<file path="src/hw/rtl/ulebc_pkg.sv">
// ulebc_pkg: shared types and constants of the unsigned LEB128 codec
// no dependencies; imported by the front, queue, back and top modules
`default_nettype none

package ulebc_pkg;

  localparam int VALUE_W = 32;
  localparam int BYTE_W  = 8;
  localparam int GROUP_W = 7;
  localparam int COUNT_W = 3;

  // input function codes
  localparam logic FUNC_ENCODE = 1'b0;
  localparam logic FUNC_DECODE = 1'b1;

  // result kind codes
  localparam logic KIND_ENC = 1'b0;
  localparam logic KIND_DEC = 1'b1;

  localparam logic [COUNT_W-1:0] MAX_BYTES = 3'd5;
  localparam logic [VALUE_W-1:0] BAD_VALUE = 32'hffff_ffff;

  // classified work item that travels from front to back
  typedef struct packed {
    logic               func;
    logic [VALUE_W-1:0] data;   // value to encode, or byte to decode in the low bits
    logic [COUNT_W-1:0] count;  // encoded length, encode only
  } cmd_t;

  localparam int CMD_W = $bits(cmd_t);

endpackage

`default_nettype wire

</file>
<file path="src/hw/rtl/ulebc_if.sv">
// ulebc_in_if and ulebc_out_if: valid/ready channels of the LEB128 codec
// no dependencies
`default_nettype none

interface ulebc_in_if;
  logic        valid;
  logic        ready;
  logic        func;
  logic [31:0] value_in;
  logic [7:0]  byte_in;

  modport source (output valid, output func, output value_in, output byte_in, input ready);
  modport sink   (input valid, input func, input value_in, input byte_in, output ready);
endinterface

interface ulebc_out_if;
  logic        valid;
  logic        ready;
  logic        kind;
  logic [7:0]  enc_byte;
  logic        last;
  logic [31:0] dec_value;
  logic        dec_error;
  logic [2:0]  byte_count;

  modport source (output valid, output kind, output enc_byte, output last,
                  output dec_value, output dec_error, output byte_count, input ready);
  modport sink   (input valid, input kind, input enc_byte, input last,
                  input dec_value, input dec_error, input byte_count, output ready);
endinterface

`default_nettype wire

</file>
<file path="src/hw/rtl/uleb128_codec_32bit_core.sv">
// uleb128_codec_32bit_core: top level of the unsigned LEB128 codec
// path: a result passes through the queue entry and then the back end's output register
// throughput: an encode emits one byte per cycle (1 to 5 bytes) while the output is not stalled;
// decode bytes are taken one per cycle likewise; the back end's single output register sets the pace
// reset: synchronous active-high rst empties the queue, ends any encode run and
// clears the decode accumulator and byte count
`default_nettype none

module uleb128_codec_32bit_core
  import ulebc_pkg::*;
#(
  parameter int QUEUE_DEPTH = 2
) (
  input  wire logic   clk,
  input  wire logic   rst,
  ulebc_in_if.sink    in_ch,
  ulebc_out_if.source out_ch
);

  logic push;
  cmd_t push_cmd;
  logic q_full;
  logic pop;
  logic head_valid;
  cmd_t head_cmd;

  // accept and classify
  ulebc_front u_front (
    .in_ch    (in_ch),
    .q_full   (q_full),
    .push     (push),
    .push_cmd (push_cmd)
  );

  // decoupling queue
  ulebc_queue #(
    .DEPTH (QUEUE_DEPTH)
  ) u_queue (
    .clk        (clk),
    .rst        (rst),
    .push       (push),
    .push_cmd   (push_cmd),
    .full       (q_full),
    .pop        (pop),
    .head_valid (head_valid),
    .head_cmd   (head_cmd)
  );

  // execute and emit results
  ulebc_back u_back (
    .clk        (clk),
    .rst        (rst),
    .head_valid (head_valid),
    .head_cmd   (head_cmd),
    .pop        (pop),
    .out_ch     (out_ch)
  );

endmodule

`default_nettype wire

</file>
<file path="src/hw/rtl/ulebc_front.sv">
// ulebc_front: accepts input transfers and classifies them into commands
// depends on ulebc_pkg and ulebc_in_if
`default_nettype none

module ulebc_front
  import ulebc_pkg::*;
(
  ulebc_in_if.sink   in_ch,
  input  wire logic  q_full,
  output logic       push,
  output cmd_t       push_cmd
);

  logic [COUNT_W-1:0] enc_count;

  // encoded length from the highest nonzero 7-bit group
  always_comb begin
    if (in_ch.value_in[31:28] != '0) begin
      enc_count = 3'd5;
    end else if (in_ch.value_in[27:21] != '0) begin
      enc_count = 3'd4;
    end else if (in_ch.value_in[20:14] != '0) begin
      enc_count = 3'd3;
    end else if (in_ch.value_in[13:7] != '0) begin
      enc_count = 3'd2;
    end else begin
      enc_count = 3'd1;
    end
  end

  // accept whenever the queue has room
  assign in_ch.ready = !q_full;
  assign push        = in_ch.valid && !q_full;

  always_comb begin
    push_cmd.func = in_ch.func;
    if (in_ch.func == FUNC_ENCODE) begin
      push_cmd.data  = in_ch.value_in;
      push_cmd.count = enc_count;
    end else begin
      push_cmd.data  = {{(VALUE_W-BYTE_W){1'b0}}, in_ch.byte_in};
      push_cmd.count = 3'd1;
    end
  end

endmodule

`default_nettype wire

</file>
<file path="src/hw/rtl/ulebc_queue.sv">
// ulebc_queue: small command queue between front and back
// depends on ulebc_pkg
`default_nettype none

module ulebc_queue
  import ulebc_pkg::*;
#(
  parameter int DEPTH = 2
) (
  input  wire logic clk,
  input  wire logic rst,
  input  wire logic push,
  input  cmd_t      push_cmd,
  output logic      full,
  input  wire logic pop,
  output logic      head_valid,
  output cmd_t      head_cmd
);

  localparam int PTR_W = (DEPTH > 1) ? $clog2(DEPTH) : 1;
  localparam int CNT_W = $clog2(DEPTH + 1);

  cmd_t             entries [DEPTH];
  logic [PTR_W-1:0] wr_ptr;
  logic [PTR_W-1:0] rd_ptr;
  logic [CNT_W-1:0] count;

  assign full       = (count == CNT_W'(DEPTH));
  assign head_valid = (count != '0);
  assign head_cmd   = entries[rd_ptr];

  // storage
  always_ff @(posedge clk) begin
    if (push) begin
      entries[wr_ptr] <= push_cmd;
    end
  end

  // pointers and fill count
  always_ff @(posedge clk) begin
    if (rst) begin
      wr_ptr <= '0;
      rd_ptr <= '0;
      count  <= '0;
    end else begin
      if (push) begin
        wr_ptr <= (wr_ptr == PTR_W'(DEPTH - 1)) ? '0 : wr_ptr + 1'b1;
      end
      if (pop) begin
        rd_ptr <= (rd_ptr == PTR_W'(DEPTH - 1)) ? '0 : rd_ptr + 1'b1;
      end
      count <= count + CNT_W'(push) - CNT_W'(pop);
    end
  end

endmodule

`default_nettype wire

</file>
<file path="src/hw/rtl/ulebc_back.sv">
// ulebc_back: runs commands, emits encoded bytes and decoded values
// depends on ulebc_pkg and ulebc_out_if
`default_nettype none

module ulebc_back
  import ulebc_pkg::*;
(
  input  wire logic   clk,
  input  wire logic   rst,
  input  wire logic   head_valid,
  input  cmd_t        head_cmd,
  output logic        pop,
  ulebc_out_if.source out_ch
);

  // encode run state
  logic               busy;
  logic [VALUE_W-1:0] cur;
  logic [COUNT_W-1:0] idx;
  logic [COUNT_W-1:0] total;

  // decode state
  logic [VALUE_W-1:0] accum;
  logic [COUNT_W-1:0] seen;

  // output register
  logic               out_valid;
  logic               out_kind;
  logic [BYTE_W-1:0]  out_byte;
  logic               out_last;
  logic [VALUE_W-1:0] out_value;
  logic               out_error;
  logic [COUNT_W-1:0] out_count;

  logic               can_load;
  logic [VALUE_W-1:0] src_val;
  logic [COUNT_W-1:0] src_idx;
  logic [COUNT_W-1:0] src_total;
  logic [COUNT_W-1:0] idx_inc;
  logic               enc_last;
  logic               start_enc;
  logic               start_dec;
  logic [VALUE_W-1:0] group_shifted;
  logic [VALUE_W-1:0] accum_next;
  logic [COUNT_W-1:0] seen_inc;
  logic               dec_cont;
  logic               dec_done;

  assign can_load  = !out_valid || out_ch.ready;
  assign pop       = head_valid && !busy && can_load;
  assign start_enc = pop && (head_cmd.func == FUNC_ENCODE);
  assign start_dec = pop && (head_cmd.func == FUNC_DECODE);

  // byte source: a running encode, or the head command
  assign src_val   = busy ? cur   : head_cmd.data;
  assign src_idx   = busy ? idx   : '0;
  assign src_total = busy ? total : head_cmd.count;
  assign idx_inc   = src_idx + 3'd1;
  assign enc_last  = (idx_inc == src_total);

  // place the 7-bit group at its running shift
  always_comb begin
    case (seen)
      3'd0:    group_shifted = {25'b0, head_cmd.data[6:0]};
      3'd1:    group_shifted = {18'b0, head_cmd.data[6:0], 7'b0};
      3'd2:    group_shifted = {11'b0, head_cmd.data[6:0], 14'b0};
      3'd3:    group_shifted = {4'b0, head_cmd.data[6:0], 21'b0};
      3'd4:    group_shifted = {head_cmd.data[3:0], 28'b0};
      default: group_shifted = '0;
    endcase
  end

  assign accum_next = accum | group_shifted;
  assign seen_inc   = seen + 3'd1;
  assign dec_cont   = head_cmd.data[7];
  assign dec_done   = !dec_cont || (seen_inc == MAX_BYTES);

  // encode run and decode accumulator
  always_ff @(posedge clk) begin
    if (rst) begin
      busy  <= 1'b0;
      idx   <= '0;
      total <= '0;
      accum <= '0;
      seen  <= '0;
    end else begin
      if ((busy && can_load) || start_enc) begin
        busy  <= !enc_last;
        idx   <= idx_inc;
        total <= src_total;
      end
      if (start_dec) begin
        accum <= dec_done ? '0 : accum_next;
        seen  <= dec_done ? '0 : seen_inc;
      end
    end
  end

  always_ff @(posedge clk) begin
    if ((busy && can_load) || start_enc) begin
      cur <= src_val >> GROUP_W;
    end
  end

  // output register valid
  always_ff @(posedge clk) begin
    if (rst) begin
      out_valid <= 1'b0;
    end else if (can_load) begin
      out_valid <= busy || start_enc || (start_dec && dec_done);
    end
  end

  // output register payload
  always_ff @(posedge clk) begin
    if (can_load) begin
      if (busy || start_enc) begin
        out_kind  <= KIND_ENC;
        out_byte  <= {!enc_last, src_val[6:0]};
        out_last  <= enc_last;
        out_value <= '0;
        out_error <= 1'b0;
        out_count <= enc_last ? src_total : '0;
      end else begin
        out_kind  <= KIND_DEC;
        out_byte  <= '0;
        out_last  <= 1'b1;
        out_value <= dec_cont ? BAD_VALUE : accum_next;
        out_error <= dec_cont;
        out_count <= seen_inc;
      end
    end
  end

  assign out_ch.valid      = out_valid;
  assign out_ch.kind       = out_kind;
  assign out_ch.enc_byte   = out_byte;
  assign out_ch.last       = out_last;
  assign out_ch.dec_value  = out_value;
  assign out_ch.dec_error  = out_error;
  assign out_ch.byte_count = out_count;

`ifndef SYNTHESIS
  // a running encode always has a byte waiting in the output register
  a_busy_has_output: assert property (@(posedge clk) disable iff (rst)
    busy |-> out_valid)
    else $error("encode run without a pending output byte");

  // a non-final encoded byte means the run is still going
  a_more_bytes_busy: assert property (@(posedge clk) disable iff (rst)
    (out_valid && out_kind == KIND_ENC && !out_last) |-> busy)
    else $error("continuation byte without a running encode");

  // malformed results always report five bytes
  a_error_count: assert property (@(posedge clk) disable iff (rst)
    (out_valid && out_error) |-> (out_count == MAX_BYTES && out_kind == KIND_DEC))
    else $error("decode error with wrong byte count");

  // decode progress stays below five between items
  a_seen_range: assert property (@(posedge clk) disable iff (rst)
    seen < MAX_BYTES)
    else $error("decode byte count out of range");
`endif

endmodule

`default_nettype wire

</file>
<file path="src/flat_wrapper.sv">
// flat-port wrapper written by rule: the top's interface ports become plain ports
module uleb128_codec_32bit_core_flat import ulebc_pkg::*;
#(
  parameter int QUEUE_DEPTH = 2
)
  (clk, rst, in_ch_valid, in_ch_func, in_ch_value_in, in_ch_byte_in, in_ch_ready, out_ch_valid, out_ch_kind, out_ch_enc_byte, out_ch_last, out_ch_dec_value, out_ch_dec_error, out_ch_byte_count, out_ch_ready);
  ulebc_in_if in_ch_i ();
  ulebc_out_if out_ch_i ();
  input  wire logic clk;
  input  wire logic rst;
  input wire logic [$bits(in_ch_i.valid)-1:0] in_ch_valid;
  input wire logic [$bits(in_ch_i.func)-1:0] in_ch_func;
  input wire logic [$bits(in_ch_i.value_in)-1:0] in_ch_value_in;
  input wire logic [$bits(in_ch_i.byte_in)-1:0] in_ch_byte_in;
  output wire logic [$bits(in_ch_i.ready)-1:0] in_ch_ready;
  output wire logic [$bits(out_ch_i.valid)-1:0] out_ch_valid;
  output wire logic [$bits(out_ch_i.kind)-1:0] out_ch_kind;
  output wire logic [$bits(out_ch_i.enc_byte)-1:0] out_ch_enc_byte;
  output wire logic [$bits(out_ch_i.last)-1:0] out_ch_last;
  output wire logic [$bits(out_ch_i.dec_value)-1:0] out_ch_dec_value;
  output wire logic [$bits(out_ch_i.dec_error)-1:0] out_ch_dec_error;
  output wire logic [$bits(out_ch_i.byte_count)-1:0] out_ch_byte_count;
  input wire logic [$bits(out_ch_i.ready)-1:0] out_ch_ready;
  assign in_ch_i.valid = in_ch_valid;
  assign in_ch_i.func = in_ch_func;
  assign in_ch_i.value_in = in_ch_value_in;
  assign in_ch_i.byte_in = in_ch_byte_in;
  assign in_ch_ready = in_ch_i.ready;
  assign out_ch_valid = out_ch_i.valid;
  assign out_ch_kind = out_ch_i.kind;
  assign out_ch_enc_byte = out_ch_i.enc_byte;
  assign out_ch_last = out_ch_i.last;
  assign out_ch_dec_value = out_ch_i.dec_value;
  assign out_ch_dec_error = out_ch_i.dec_error;
  assign out_ch_byte_count = out_ch_i.byte_count;
  assign out_ch_i.ready = out_ch_ready;
  uleb128_codec_32bit_core #(.QUEUE_DEPTH(QUEUE_DEPTH)) u_core (.clk(clk), .rst(rst), .in_ch(in_ch_i), .out_ch(out_ch_i));
endmodule
</file>
<file path="config.mk">
export PLATFORM = sky130hd
export DESIGN_NAME = uleb128_codec_32bit_core_flat
export DESIGN_NICKNAME = d
export VERILOG_FILES = /design/src/hw/rtl/ulebc_pkg.sv /design/src/hw/rtl/ulebc_if.sv /design/src/hw/rtl/uleb128_codec_32bit_core.sv /design/src/hw/rtl/ulebc_front.sv /design/src/hw/rtl/ulebc_queue.sv /design/src/hw/rtl/ulebc_back.sv /design/src/flat_wrapper.sv
export SDC_FILE = /design/constraint.sdc
export NUM_CORES = 1
export LEC_CHECK = 0
export BUFFER_PORTS_ARGS = -buffer_cell sky130_fd_sc_hd__buf_2
export CAP_MARGIN = 20
export CORE_UTILIZATION = 60
export DETAILED_ROUTE_END_ITERATION = 16
export PLACE_DENSITY = 0.92
export SYNTH_ARGS = -nofsm -noshare
export SYNTH_HDL_FRONTEND = slang
export SYNTH_HIERARCHICAL = 1
export SYNTH_SLANG_ARGS = --single-unit
</file>
<file path="constraint.sdc">
create_clock -name clk -period 4.4 [get_ports clk]
set_input_delay 0.88 -clock clk [delete_from_list [all_inputs] [get_ports clk]]
set_output_delay 0.88 -clock clk [all_outputs]
set_load 0.02 [all_outputs]
</file>
==> run summary, run 1 <==
Initial DRC Count: 401
Fin worst setup slack: 1630 ps
Final Power: 6.30 mW
Final setup viols: 0
Via density: 5.80
Dpl ws: 1270 ps
Largest net degree at the start of global routing: 55
R2R cell count: 6
Commonest cells in the netlist: edfxtp_1 (143), nor2_1 (67), dfxtp_1 (48), nor2b_1 (41), a31oi_1 (34)
Total negative slack: 0 ps
CTS sink count: 191
Flop2flop setup slack: 1630 ps
#FFs+latches synth: 191
Worst-path clk slew: 70 ps
ANT nets after route: 0
Syn Area/Cell: 14.1 um2
Clock Path Buffers: 2
Hold path cells: 2
Worst Hold End: u_core/u_back/accum[11]
Worst hold start: u_core/u_back/accum[11]
Min Clock Period, post-route: 2770 ps
Met1 Usage GRT: 26.8%
CTS root buf: clkbuf_16
Initial antenna violation count: 0
Post-synth ARST share: 0%
Peak VDD IR: 373 uV
Worst R2R Start: u_core/u_back/busy
Status: complete, no violations
Clock buffer count from CTS: 17
Relative slew slack: 30.6%
Synth cell types: 54
Final hold violation count: 0
Crit path max-delay cell type: dfxtp_2
Sequential area share after synthesis: 64.6%
Crit path max fanout: 53
Crit Path Category: flip-flop to flip-flop
CTS tree: built
Initial Util: 61.4%
DRC: 0
Cts hold-fix bufs: 0
Ant. Diodes: 0
Horiz. Die Dim: 118 um
WP data arrival: 2940 ps
Detailed Route WL: 15200 um
Clk_lat worst skew: 430 ps
All-Layer GR Usage: 22.6%
Crit-path max cell delay: 1010 ps
Total congestion overflow: 0
Global routing met3 resource utilization: 5.07%
Clock Skews: 7.92 ps
Synth Cell Area: 8140 um2
Slew Limit Fails: 0
Reg2reg end: u_core/u_back/out_ch.enc_byte[7]
Grt met2 use: 39.4%
Placer congestion estimate: 0.783
Worst-Margin Slew: 1040 ps
Gr busiest metal: met2
Port bufs: 92
Share of layout cells above drive strength 1: 30.8%
RSZ-0062 raised after global routing: no
Top cells by area in the synthesized netlist: edfxtp_1 (53%), dfxtp_1 (12%), mux2_4 (5.5%)
Yosys warnings: 6
DR pass1 iterations: 4
Avg WL per Cell: 18.0 um
Row count: 42
Cell with the most instances after synthesis: edfxtp_1
I/O pin count: 93
First-pass GRT wire length: 23800 um
Post-cts sizing count: 0
Leakage: 3.50 nW
Via count: 4880
Post-CTS Setup Repair Bufs: 0
Max_cap viols: 0
DIE AREA: 14000 um2
Post-synth EDFFs: 143
PwrDens: 683 nW/um2
Post-synthesis cell count: 579
CP Cell Sequence: and2_1 > ha_1 > a21bo_2 > o32ai_1 > o31ai_1 > inv_1
Final #Nets: 707
Leading area contributor after synthesis: edfxtp_1
Synthesized Nets: 633
Total core area: 13200 um2
Synth top area share: 52.8%
CP Capture Type: flip-flop
Top FF cell, synth: edfxtp_1
Final Cycle Share: 63.1%
Crit start category: flip-flop
Fmax: 360 MHz
DP Wirelength: 9710 um
Hold Crit Class: flip-flop to flip-flop
Die span in y: 118 um
Vias in the first global route: 4763
Syn-to-layout area delta: 13.4%
H-tree depth: 4
WP data required: 4570 ps
[logic make-up after synthesis]
group	count (synthesis)	synth area share (%)
xor gates and xnor gates	6	0.984
muxes	69	10.8
AOI/OAI and AO/OA	102	8.61
and+or+nand+nor	147	9.55
DFF	191	64.6
buffers and inverters	55	4.08
adders and majority gates	9	1.38
[layout make-up]
| cell class | count | area [um2] |
|---|---|---|
| Tap cell | 176 | 220 |
| Fill cell | 872 | 4020 |
| Clock buffer | 22 | 518 |
| Sequential cell | 191 | 5260 |
| Multi-Input combinational cell | 333 | 2560 |
| Inverter | 11 | 41.3 |
| Clock inverter | 10 | 96.3 |
| Timing Repair Buffer | 99 | 533 |
[sequential cells by signal, indices dropped and copies added (netlist names), named ones only]
| register | flops |
|---|---|
| u_core/u_back/out_ch.kind | 1 |
| u_core/u_queue/count | 2 |
| u_core/u_queue/entries | 72 |
| u_core/u_back/out_ch.dec_error | 1 |
| u_core/u_queue/rd_ptr | 1 |
| u_core/u_back/busy | 1 |
| u_core/u_queue/wr_ptr | 1 |
| u_core/u_back/out_ch.dec_value | 32 |
| u_core/u_back/out_ch.valid | 1 |
| u_core/u_back/seen | 3 |
| u_core/u_back/idx | 3 |
| u_core/u_back/out_ch.byte_count | 3 |
| u_core/u_back/cur | 25 |
| u_core/u_back/accum | 32 |
| u_core/u_back/out_ch.last | 1 |
| u_core/u_back/total | 3 |
| u_core/u_back/out_ch.enc_byte | 8 |
[power breakdown]
part	total [mW]	internal [mW]	switching [mW]
clock	1.55	0.899	0.647
combinational	1.94	0.759	1.18
sequential	2.81	2.60	0.214
[worst max-delay path, delay by kind of cell (launching register included)]
kind | cells | cell delay [ps]
simple gates | 1 | 290
compound gates | 3 | 840
fa+ha+maj | 1 | 280
flops | 1 | 1010
buf+inv | 1 | 80
[routing by layer]
metal  share of wire, %  wire [um]
met1                 40       6030
met2                 52       7880
met3                5.8        882
met4                2.4        360
met5                  0          0
[per-stage QoR]
| stage | hold WS, ps | instance area (um2) | utilization [%] | std cells |
|---|---|---|---|---|
| finish | 475 | 9230 | 69.7 | 842 |
| global route | 501 | 9230 | 69.7 | 842 |
| CTS | 476 | 9190 | 69.4 | 840 |
| detailed placement | 458 | 8580 | 64.8 | 808 |
| global placement | 447 | 8580 | 64.8 | 808 |
| floorplan | 438 | 8140 | - | 579 |
[cell usage in the layout, fill, tap and decap left out, types with 3 or more instances in the layout]
cell type   synthesis  routed
a211oi_1           26      26
a21oi_1            12      12
a22o_1              7       7
a31oi_1            34      34
and2_1              4       4
buf_2               7      92
buf_4               2       6
clkbuf_16           0      20
clkinvlp_4          0       3
dfxtp_1            48      46
edfxtp_1          143     143
ha_1                9       9
inv_1              10      10
mux2_2             31      31
mux2_4             30      30
mux2i_1             8       8
nand2_1             9       9
nand3b_1            3       3
nor2_1             67      67
nor2b_1            41      40
o21ai_0            10      10
or3_1               5       5
xnor2_1             3       3
[how the worst max path moves through the flow]
stage / start / end / slack [ps] / cells after the start
global placement: out_ch_ready / u_core/u_back/idx[1] / 1430 / 6
detailed placement: out_ch_ready / u_core/u_back/idx[1] / 1270 / 6
finish: u_core/u_back/busy / u_core/u_back/out_ch.enc_byte[7] / 1630 / 6
global route: u_core/u_back/busy / u_core/u_back/out_ch.enc_byte[7] / 1420 / 6
CTS: u_core/u_back/busy / u_core/u_back/out_ch.enc_byte[7] / 1630 / 6
floorplan: in_ch_valid / u_core/u_queue/entries[0][0] / 1180 / 2
Power figures use the tool's default switching activity.
==> inputs of run 2 (changes only) <==
--- a/config.mk
+++ b/config.mk
@@ -5,11 +5,12 @@
 export SDC_FILE = /design/constraint.sdc
 export NUM_CORES = 1
 export LEC_CHECK = 0
+export ABC_AREA = 1
 export BUFFER_PORTS_ARGS = -buffer_cell sky130_fd_sc_hd__buf_2
 export CAP_MARGIN = 20
-export CORE_UTILIZATION = 60
+export CORE_UTILIZATION = 58
 export DETAILED_ROUTE_END_ITERATION = 16
-export PLACE_DENSITY = 0.92
+export PLACE_DENSITY = 0.89
 export SYNTH_ARGS = -nofsm -noshare
 export SYNTH_HDL_FRONTEND = slang
 export SYNTH_HIERARCHICAL = 1
==> constraint.sdc (replaced) <==
create_clock -name clk -period 2.9 [get_ports clk]
set_input_delay 0.58 -clock clk [delete_from_list [all_inputs] [get_ports clk]]
set_output_delay 0.58 -clock clk [all_outputs]
set_load 0.02 [all_outputs]
==> run summary, run 2 <==
Leading area contributor after synthesis: edfxtp_1
DP Wirelength: 10500 um (+7.8%)
Syn Area/Cell: 11.6 um2 (-18%)
Largest register FFs: 72 (unchanged)
Post-cts sizing count: 0 (unchanged)
Synth top area share: 51.1% (-1.7 points)
Adder-cell share of the synthesized area: 1.34% (-0.044 points)
Port bufs: 92 (unchanged)
Detailed Route WL: 15600 um (+3.1%)
Crit start category: flip-flop
RSZ-0062 raised after global routing: no
Largest net degree at the start of global routing: 41 (-25%)
Synth Cell Area: 8400 um2 (+3.3%)
CP Capture Type: flip-flop
Final #Nets: 872 (+23%)
H-tree depth: 4 (unchanged)
Cts hold-fix bufs: 0 (unchanged)
Ant. Diodes: 0 (unchanged)
Syn-to-layout area delta: 12.6%
Fmax: 422 MHz (+17%)
Vias in the first global route: 5066 (+6.4%)
Worst hold start: u_core/u_back/accum[1]
Via density: 5.29 (-8.7%)
Synthesized Nets: 779 (+23%)
All-Layer GR Usage: 21.9% (-0.69 points)
Die span in y: 122 um (+3.3%)
Hold path cells: 2 (unchanged)
Relative slew slack: 60.9% (+30 points)
Status: complete, no violations
Commonest non-fill, non-tap cell in the layout: edfxtp_1
Initial Util: 60.1% (-1.4 points)
Slew Limit Fails: 0 (unchanged)
Top cells by area in the synthesized netlist: edfxtp_1 (51%), dfxtp_1 (11%), nand2_1 (5.7%)
Min Clock Period, post-route: 2370 ps (-403 ps)
Final Cycle Share: 81.8% (+19 points)
WP data arrival: 2690 ps (-250 ps)
WP data required: 3220 ps (-1350 ps)
Crit-path max cell delay: 670 ps (-340 ps)
Hold Crit Class: flip-flop to flip-flop
Post-synth EDFFs: 143 (unchanged)
Final hold violation count: 0 (unchanged)
Peak VDD IR: 557 uV (+49%)
Share of layout cells above drive strength 1: 26.5% (-4.3 points)
DRC: 0 (unchanged)
Non-filler cells, final: 1011 (+20%)
CP Cell Sequence: inv_2 > nand2_4 > inv_4 > nor2_8 > nand2_1 > nand2_1 > nor2_1
Total core area: 14000 um2 (+5.6%)
Worst R2R Start: u_core/u_back/busy
Clk_lat worst skew: 420 ps (about the same)
Flop2flop setup slack: 530 ps (-1100 ps)
Clock Path Buffers: 2 (unchanged)
Commonest cells in the netlist: edfxtp_1 (143), nand2_1 (127), inv_1 (92), nor2_1 (89), dfxtp_1 (48)
Filler cell count: 991 (+14%)
Final setup viols: 0 (unchanged)
Total congestion overflow: 0 (unchanged)
Most frequent cells in the layout: edfxtp_1 (143), nand2_1 (127), buf_2 (92), inv_1 (92), nor2_1 (88)
Sequential area share after synthesis: 62.5% (-2.1 points)
Worst-Margin Slew: 586 ps (-455 ps)
Post-synthesis xor/xnor area fraction: 0.104% (-0.88 points)
Top FF cell, synth: edfxtp_1
DIE AREA: 15000 um2 (+6.7%)
Via count: 5352 (+9.7%)
Synth cell types: 34 (-37%)
Post-synthesis cell count: 725 (+25%)
Post-synth ARST share: 0% (unchanged)
R2R cell count: 7 (+1)
CTS sink count: 191 (unchanged)
Main combinational cell family by area after synthesis: simple AND/OR/NAND/NOR gates
Reg2reg end: u_core/u_back/idx[2]
I/O pin count: 93 (unchanged)
Clock buffer count from CTS: 17 (unchanged)
Initial antenna violation count: 0 (unchanged)
Cell with the most instances after synthesis: edfxtp_1
Clock Skews: 8.41 ps (+0.493 ps)
Horiz. Die Dim: 122 um (+3.3%)
Worst-path clk slew: 70 ps (about the same)
Final Power: 9.84 mW (+56%)
Leakage: 4.04 nW (+15%)
Total negative slack: 0 ps (unchanged)
Placed instance count: 979 (+21%)
Crit path max fanout: 33 (-38%)
Crit Path Category: flip-flop to flip-flop
Max_cap viols: 0 (unchanged)
Row count: 43 (+2.4%)
Mux contribution to synthesized area: 7.10% (-3.7 points)
Placer congestion estimate: 0.827 (+5.7%)
#FFs+latches synth: 191 (unchanged)
Avg WL per Cell: 15.5 um (-14%)
CTS root buf: clkbuf_16
CTS tree: built
ANT nets after route: 0 (unchanged)
Yosys warnings: 6 (unchanged)
Most flop-heavy register: u_core/u_queue/entries
Initial DRC Count: 485 (+21%)
DR pass1 iterations: 5 (+1)
Post-synthesis compound-gate area fraction: 7.13% (-1.5 points)
Synth Area in Simple Gates: 14.1% (+4.6 points)
PwrDens: 1040 nW/um2 (+52%)
First-pass GRT wire length: 24700 um (+3.7%)
Crit path max-delay cell type: dfxtp_1
Most numerous cell on the critical path: nand2_1
Post-CTS Setup Repair Bufs: 0 (unchanged)
Worst Hold End: u_core/u_back/accum[1]
[run 2: per-stage QoR]
step | area (um2) | hold slack [ps] | setup slack (ps) | util (%)
2_1_floorplan | 8400 | 428 | 109 | -
3_3_place_gp | 8920 | 444 | 545 | 63.7
3_5_place_dp | 8920 | 448 | 499 | 63.7
4_1_cts | 9460 | 457 | 575 | 67.6
5_1_grt | 9460 | 465 | 373 | 67.6
6_report | 9460 | 458 | 529 | 67.6
[run 2: area by class of cell]
type / count / area [um2] / share of cell area [%]
clock inverter: 12 / 86.3 / 0.913
clock buffer: 20 / 457 / 4.83
timing repair buffer: 103 / 556 / 5.87
tap: 180 / 225 / 2.38
sequential: 191 / 5260 / 55.6
multi-input combinational: 408 / 2510 / 26.6
inverter: 97 / 367 / 3.88
[run 2: kinds of logic after synthesis]
| kind of cell | count (synthesis) |
|---|---|
| buf+inv | 126 |
| compound gates | 95 |
| simple gates | 260 |
| flops | 191 |
| fa+ha+maj | 9 |
| xor+xnor | 1 |
| mux | 43 |
[run 2: report_power, final]
group / internal (mW) / total [mW] / switching [mW]
clock network: 1.15 / 2.12 / 0.969
registers: 4.01 / 4.27 / 0.261
logic: 1.13 / 3.45 / 2.32
[run 2: critical path, delay by kind of cell, from the launching register on]
kind	cells	cell delay (ps)
AND/OR/NAND/NOR	5	1090
buffers and inverters	2	510
flip-flops	1	670
[run 2: worst max-delay path by stage]
stage	slack, ps	end	start
detailed placement	500	u_core/u_back/cur[21]	out_ch_ready
CTS	580	u_core/u_back/cur[9]	u_core/u_back/busy
floorplan	110	u_core/u_queue/entries[0][0]	in_ch_valid
finish	530	u_core/u_back/idx[2]	u_core/u_back/busy
global placement	540	u_core/u_back/cur[21]	out_ch_ready
global route	370	u_core/u_back/total[0]	u_core/u_back/busy
[run 2: routing by layer]
metal | wire length (um) | share of wire (%) | track usage [%]
met1 | 6440 | 41 | 27.0
met2 | 7870 | 50 | 37.6
met3 | 926 | 5.9 | 4.28
met4 | 386 | 2.5 | 9.53
met5 | 0 | 0 | 0
